File: src/rvbd_divider.sv
// Restoring divider, one quotient bit per cycle, shared by the variance, burst and z divisions.
// Depends on nothing from the package.
`default_nettype none
module rvbd_divider #(
   parameter int NUM_W = 128,
   parameter int DEN_W = 64
) (
   input  wire logic             clock,
   input  wire logic             reset,
   input  wire logic             start,
   input  wire logic [NUM_W-1:0] numer,
   input  wire logic [DEN_W-1:0] denom,
   output logic                  done,
   output logic [NUM_W-1:0]      quot
);
   localparam int CW = $clog2(NUM_W + 1);
   logic [NUM_W-1:0] num_ff, num_in;
   logic [NUM_W-1:0] q_ff, q_in;
   logic [DEN_W:0]   rem_ff, rem_in;
   logic [DEN_W-1:0] den_ff;
   logic [CW-1:0]    cnt_ff, cnt_in;
   logic             busy_ff, busy_in, done_ff, done_in;
   logic [DEN_W:0]   trial;

   always_comb begin
      num_in = num_ff; q_in = q_ff; rem_in = rem_ff; cnt_in = cnt_ff;
      busy_in = busy_ff; done_in = 1'b0;
      trial = {rem_ff[DEN_W-1:0], num_ff[NUM_W-1]};
      if (start) begin
         num_in = numer; q_in = '0; rem_in = '0;
         cnt_in = CW'(NUM_W); busy_in = 1'b1;
      end else if (busy_ff) begin
         num_in = num_ff << 1;
         if (trial >= {1'b0, den_ff}) begin
            rem_in = trial - {1'b0, den_ff};
            q_in = {q_ff[NUM_W-2:0], 1'b1};
         end else begin
            rem_in = trial;
            q_in = {q_ff[NUM_W-2:0], 1'b0};
         end
         cnt_in = cnt_ff - CW'(1);
         if (cnt_ff == CW'(1)) begin
            busy_in = 1'b0; done_in = 1'b1;
         end
      end
   end

   always_ff @(posedge clock) begin
      if (start) den_ff <= denom;
      num_ff <= num_in; q_ff <= q_in; rem_ff <= rem_in; cnt_ff <= cnt_in;
      if (reset) begin
         busy_ff <= 1'b0; done_ff <= 1'b0;
      end else begin
         busy_ff <= busy_in; done_ff <= done_in;
      end
   end

   assign done = done_ff;
   assign quot = q_ff;
endmodule
`default_nettype wire

File: config.mk
export PLATFORM = sky130hd
export DESIGN_NAME = rvbd_divider
export DESIGN_NICKNAME = d
export VERILOG_FILES = /design/src/rvbd_divider.sv
export SDC_FILE = /design/constraint.sdc
export NUM_CORES = 1
export LEC_CHECK = 0
export ABC_CLOCK_PERIOD_IN_PS = 5050
export BUFFER_PORTS_ARGS = -buffer_cell sky130_fd_sc_hd__buf_4
export CAP_MARGIN = 15
export CORE_AREA = 3 3 237 239
export CTS_CLUSTER_DIAMETER = 200
export CTS_CLUSTER_SIZE = 40
export DETAILED_ROUTE_END_ITERATION = 8
export DIE_AREA = 0 0 240 242
export PLACE_DENSITY_LB_ADDON = 0.15
export SETUP_SLACK_MARGIN = 0.1
export SYNTH_ARGS = -nofsm -noshare
export SYNTH_HDL_FRONTEND = slang
export SYNTH_SLANG_ARGS = --single-unit
File: constraint.sdc
create_clock -name clock -period 5.05 [get_ports clock]
set_input_delay 0.2525 -clock clock [delete_from_list [all_inputs] [get_ports clock]]
set_output_delay 0.2525 -clock clock [all_outputs]
set_load 0.01 [all_outputs]
==> summary.md <==
| Metric | Value |
|---|---|
| Worst hold endpoint | num_ff[51]$_DFFE_PP_ |
| Hold Crit Class | in2reg |
| Req. time, crit path | approximately 5.5 ns |
| Crit path top cell by count | o31ai_1 |
| LEAKAGE | 9.942 nW |
| Post-synth net total | 2,034 |
| Hpwl dp | 35.02 mm |
| Most used DFF post-synth | dfxtp_1 |
| Vias in the first global route | 14.67k |
| Synth cell count leaders | 236 x nor2_1, 202 x dfxtp_1, 192 x edfxtp_1, 142 x mux2i_1, 128 x mux2_2 |
| Worst skew pair latency | 0.56 ns |
| DP Area | 22,020 µm² |
| Status | complete, no violations |
| Peak supply drop | 0.2202 mV |
| Crit. End Element | flip-flop |
| Initial antenna violation count | 4 |
| DRT Pass-1 Iters | 5 |
| Synth cell types | 73 |
| Number of flops mapped to enable cells by yosys | approximately 190 |
| FF-to-FF setup slack | between 1 and 1.5 ns |
| Fraction of synthesized cell area taken by the top area cell type | 0.3040 |
| Reg2Reg Depth | 10 |
| Final non-filler cell total | ~2.9k |
| Final setup viols | 0 |
| Fmax | 263.1 MHz |
| Max cap viols | 0 |
| CTS tree | yes |
| Placed Cells | approximately 2.7k |
| Setup TNS | 0 ns |
| FFs w/ async S/R, synth | 0 |
| NumNets Final | 2,476 |
| Worst EP arrival | 4.28 ns |
| Tot Pwr | 6.386 mW |
| Final Hold Fails | 0 |
| Synth warn | 0 |
| Synth area leader | edfxtp_1 |
| Slowest CP cell | a21oi_4 |
| GRT Overall Usage | 0.1672 |
| DRC errors left | 0 |
| Tmin final | between 3 and 4 ns |
| Relative slew slack | 0.2808 |
| Gpl congestion | 0.9027 |
| Number of synthesized register bits | 394 |
| Antenna-violating nets left | 0 |
| Die Span Y | 242 µm |
| Final Skew | 0.04123 ns |
| Synth area leaders | edfxtp_1 30%, dfxtp_1 21%, mux2_2 7.6% |
| Crit-path max FO | 20 |
| Share of cells above drive strength 1 | 0.2238 |
| Crit Path Category | reg2reg |
| Hold Path Stages | 2 |
| Die Area | roughly 58,000 µm² |
| Worst setup SP type | flip-flop |
| Max incr delay on CP | 0.68 ns |
| Pins Over Slew Limit | 0 |
| HP Start | numer[51] |
| First-pass GRT wire length | 79.85 mm |
| Post-synthesis instance total | around 1.8k |
| Via density | about 5 |
| Starting density of the core | 0.3510 |
| Critical R2R Capture | rem_ff[56]$_SDFFE_PP0P_ |
| Largest net degree at the start of global routing | 185 |
| Final Cell Area | between 20,000 and 25,000 µm² |
| Die Width | approximately 240 µm |
| Clock Sinks | 394 |
| Clock tree root buffer cell | clkbuf_16 |
| Worst slew pin tran | between 1 and 1.5 ns |
| Core Region | between 50,000 and 60,000 µm² |
| Cell Area, Synth | approximately 19,000 µm² |
| Power Density | around 260 nW/µm² |
| H-Tree Depth | 1 |
| Row count | 85 |
| 1st-iter DRT viols | 1,088 |
| Top Ports | 324 |
| CP Cell Sequence | inv_1, ha_1, and4b_1, nor3b_1, nand4_1, o31ai_1, nor2_1, a21oi_4, nand2_1, o31ai_1 |
| Num CTS Buffers | 13 |
| I/O Buffers | 323 |
| Clock Pin Slew Worst Setup and Hold Paths | 0.15 ns |
| Total number of vias | ~14k |
| Post_cts resized | 0 |
| RSZ-0062 raised after global routing | false |
| Count leader, synth | nor2_1 |
| Critical R2R Launch | den_ff[62]$_DFFE_PP_ |
| CTS Buffer Depth | 3 |
| Crit share post-route | 0.7527 |
| Area Overhead vs Synth | 27.96% |
| GRT overflow | 0 |
| Post-synthesis average cell area | 10.70 µm² |
| Register area share after synthesis | 0.5173 |
| Wirelength per Cell | 17.15 µm |
| Post-Route WL | 50.07 mm |
-- metrics by stage --
| step | hold slack, ns | util | worst slack, ns |
|---|---|---|---|
| after floorplan | 0.3249 | - | 1.163 |
| after global placement | 0.4108 | 0.4076 | 1.311 |
| after detailed placement | 0.4151 | 0.4076 | 1.247 |
| after CTS | 0.001423 | 0.4488 | 1.206 |
| after global routing | 0.001020 | 0.4491 | 0.8752 |
| final | 0.03586 | 0.4492 | 1.249 |
-- cell families after synthesis --
| family | synth area share |
|---|---|
| AND/OR/NAND/NOR | 0.1124 |
| flip-flops | 0.5173 |
| AO/OA/AOI/OAI | 0.1106 |
| multiplexers | 0.1510 |
| buffers and inverters | 0.03563 |
| adder cells (fa/ha/maj) | 0.04460 |
| XOR/XNOR | 0.02863 |
-- sequential cells by signal, indices dropped and copies added (netlist names) --
name	cells
num_ff	128
cnt_ff	8
done	1
busy_ff	1
quot	128
den_ff	64
rem_ff	64
-- worst max-delay path, delay by kind of cell, from the launching register on --
family	cells	cell delay, ns
simple gates	5	1.41
flops	1	0.35
buf+inv	1	0.08
compound gates	3	1.45
fa+ha+maj	1	0.43
-- layer usage --
layer,vias up,GRT usage,part of all wire
met5,-,0,0.00014
met4,2,0.03784,0.020
met3,49,0.03461,0.052
met2,291,0.2877,0.49
met1,6934,0.2156,0.44
li1,7221,-,-
-- placed cells by master, fill, tap and decap left out, types with 13 or more instances in the layout --
master	instances
buf_4	327
nor2_1	235
dfxtp_1	201
edfxtp_1	192
dlygate4sd3_1	187
mux2i_1	142
mux2_2	128
nand2_1	125
a21oi_1	99
inv_1	82
ha_1	66
o21ai_0	61
xnor2_1	34
xor2_1	28
nor3_1	27
a211oi_1	22
a21o_1	20
nand4_1	18
a311oi_1	18
nand3_1	16
o21bai_1	16
o21a_1	14
clkbuf_16	13
-- where the power goes --
part | internal [mW] | switching (mW)
combinational | 0.596 | 0.647
clock | 0.501 | 0.977
sequential | 3.57 | 0.0909
total | 4.67 | 1.72
-- timing repair --
| item | 4_1_cts | 5_1_grt |
|---|---|---|
| setup endpoints to repair | 0 | 0 |
| endpoints found under the hold margin | 187 | 1 |
| hold buffers | 186 | 1 |
| buffers inserted | 0 | 0 |
-- layout make-up --
type / count / area [µm²]
clock buffers: 20 / 351.6
well taps: 696 / 870.8
diodes: 3 / 7.507
repair buffers: 518 / 4402
multi-input cells: 1204 / 8491
flip-flops and latches: 394 / 9813
clock inverters: 2 / 17.52
inverters: 83 / 314.1
fillers: 5116 / 29760
-- worst max path at each step --
stage,slack (ns),to,cells past startpoint,start
after floorplan,1.16,num_ff[0]$_SDFFCE_PN0P_,4,busy_ff$_SDFF_PP0_
after global placement,1.31,rem_ff[56]$_SDFFE_PP0P_,10,den_ff[62]$_DFFE_PP_
after detailed placement,1.25,rem_ff[59]$_SDFFE_PP0P_,10,den_ff[29]$_DFFE_PP_
after CTS,1.21,rem_ff[56]$_SDFFE_PP0P_,10,den_ff[62]$_DFFE_PP_
after global routing,0.88,rem_ff[56]$_SDFFE_PP0P_,10,den_ff[62]$_DFFE_PP_
final,1.25,rem_ff[56]$_SDFFE_PP0P_,10,den_ff[62]$_DFFE_PP_
(Power assumes the default switching activity.)
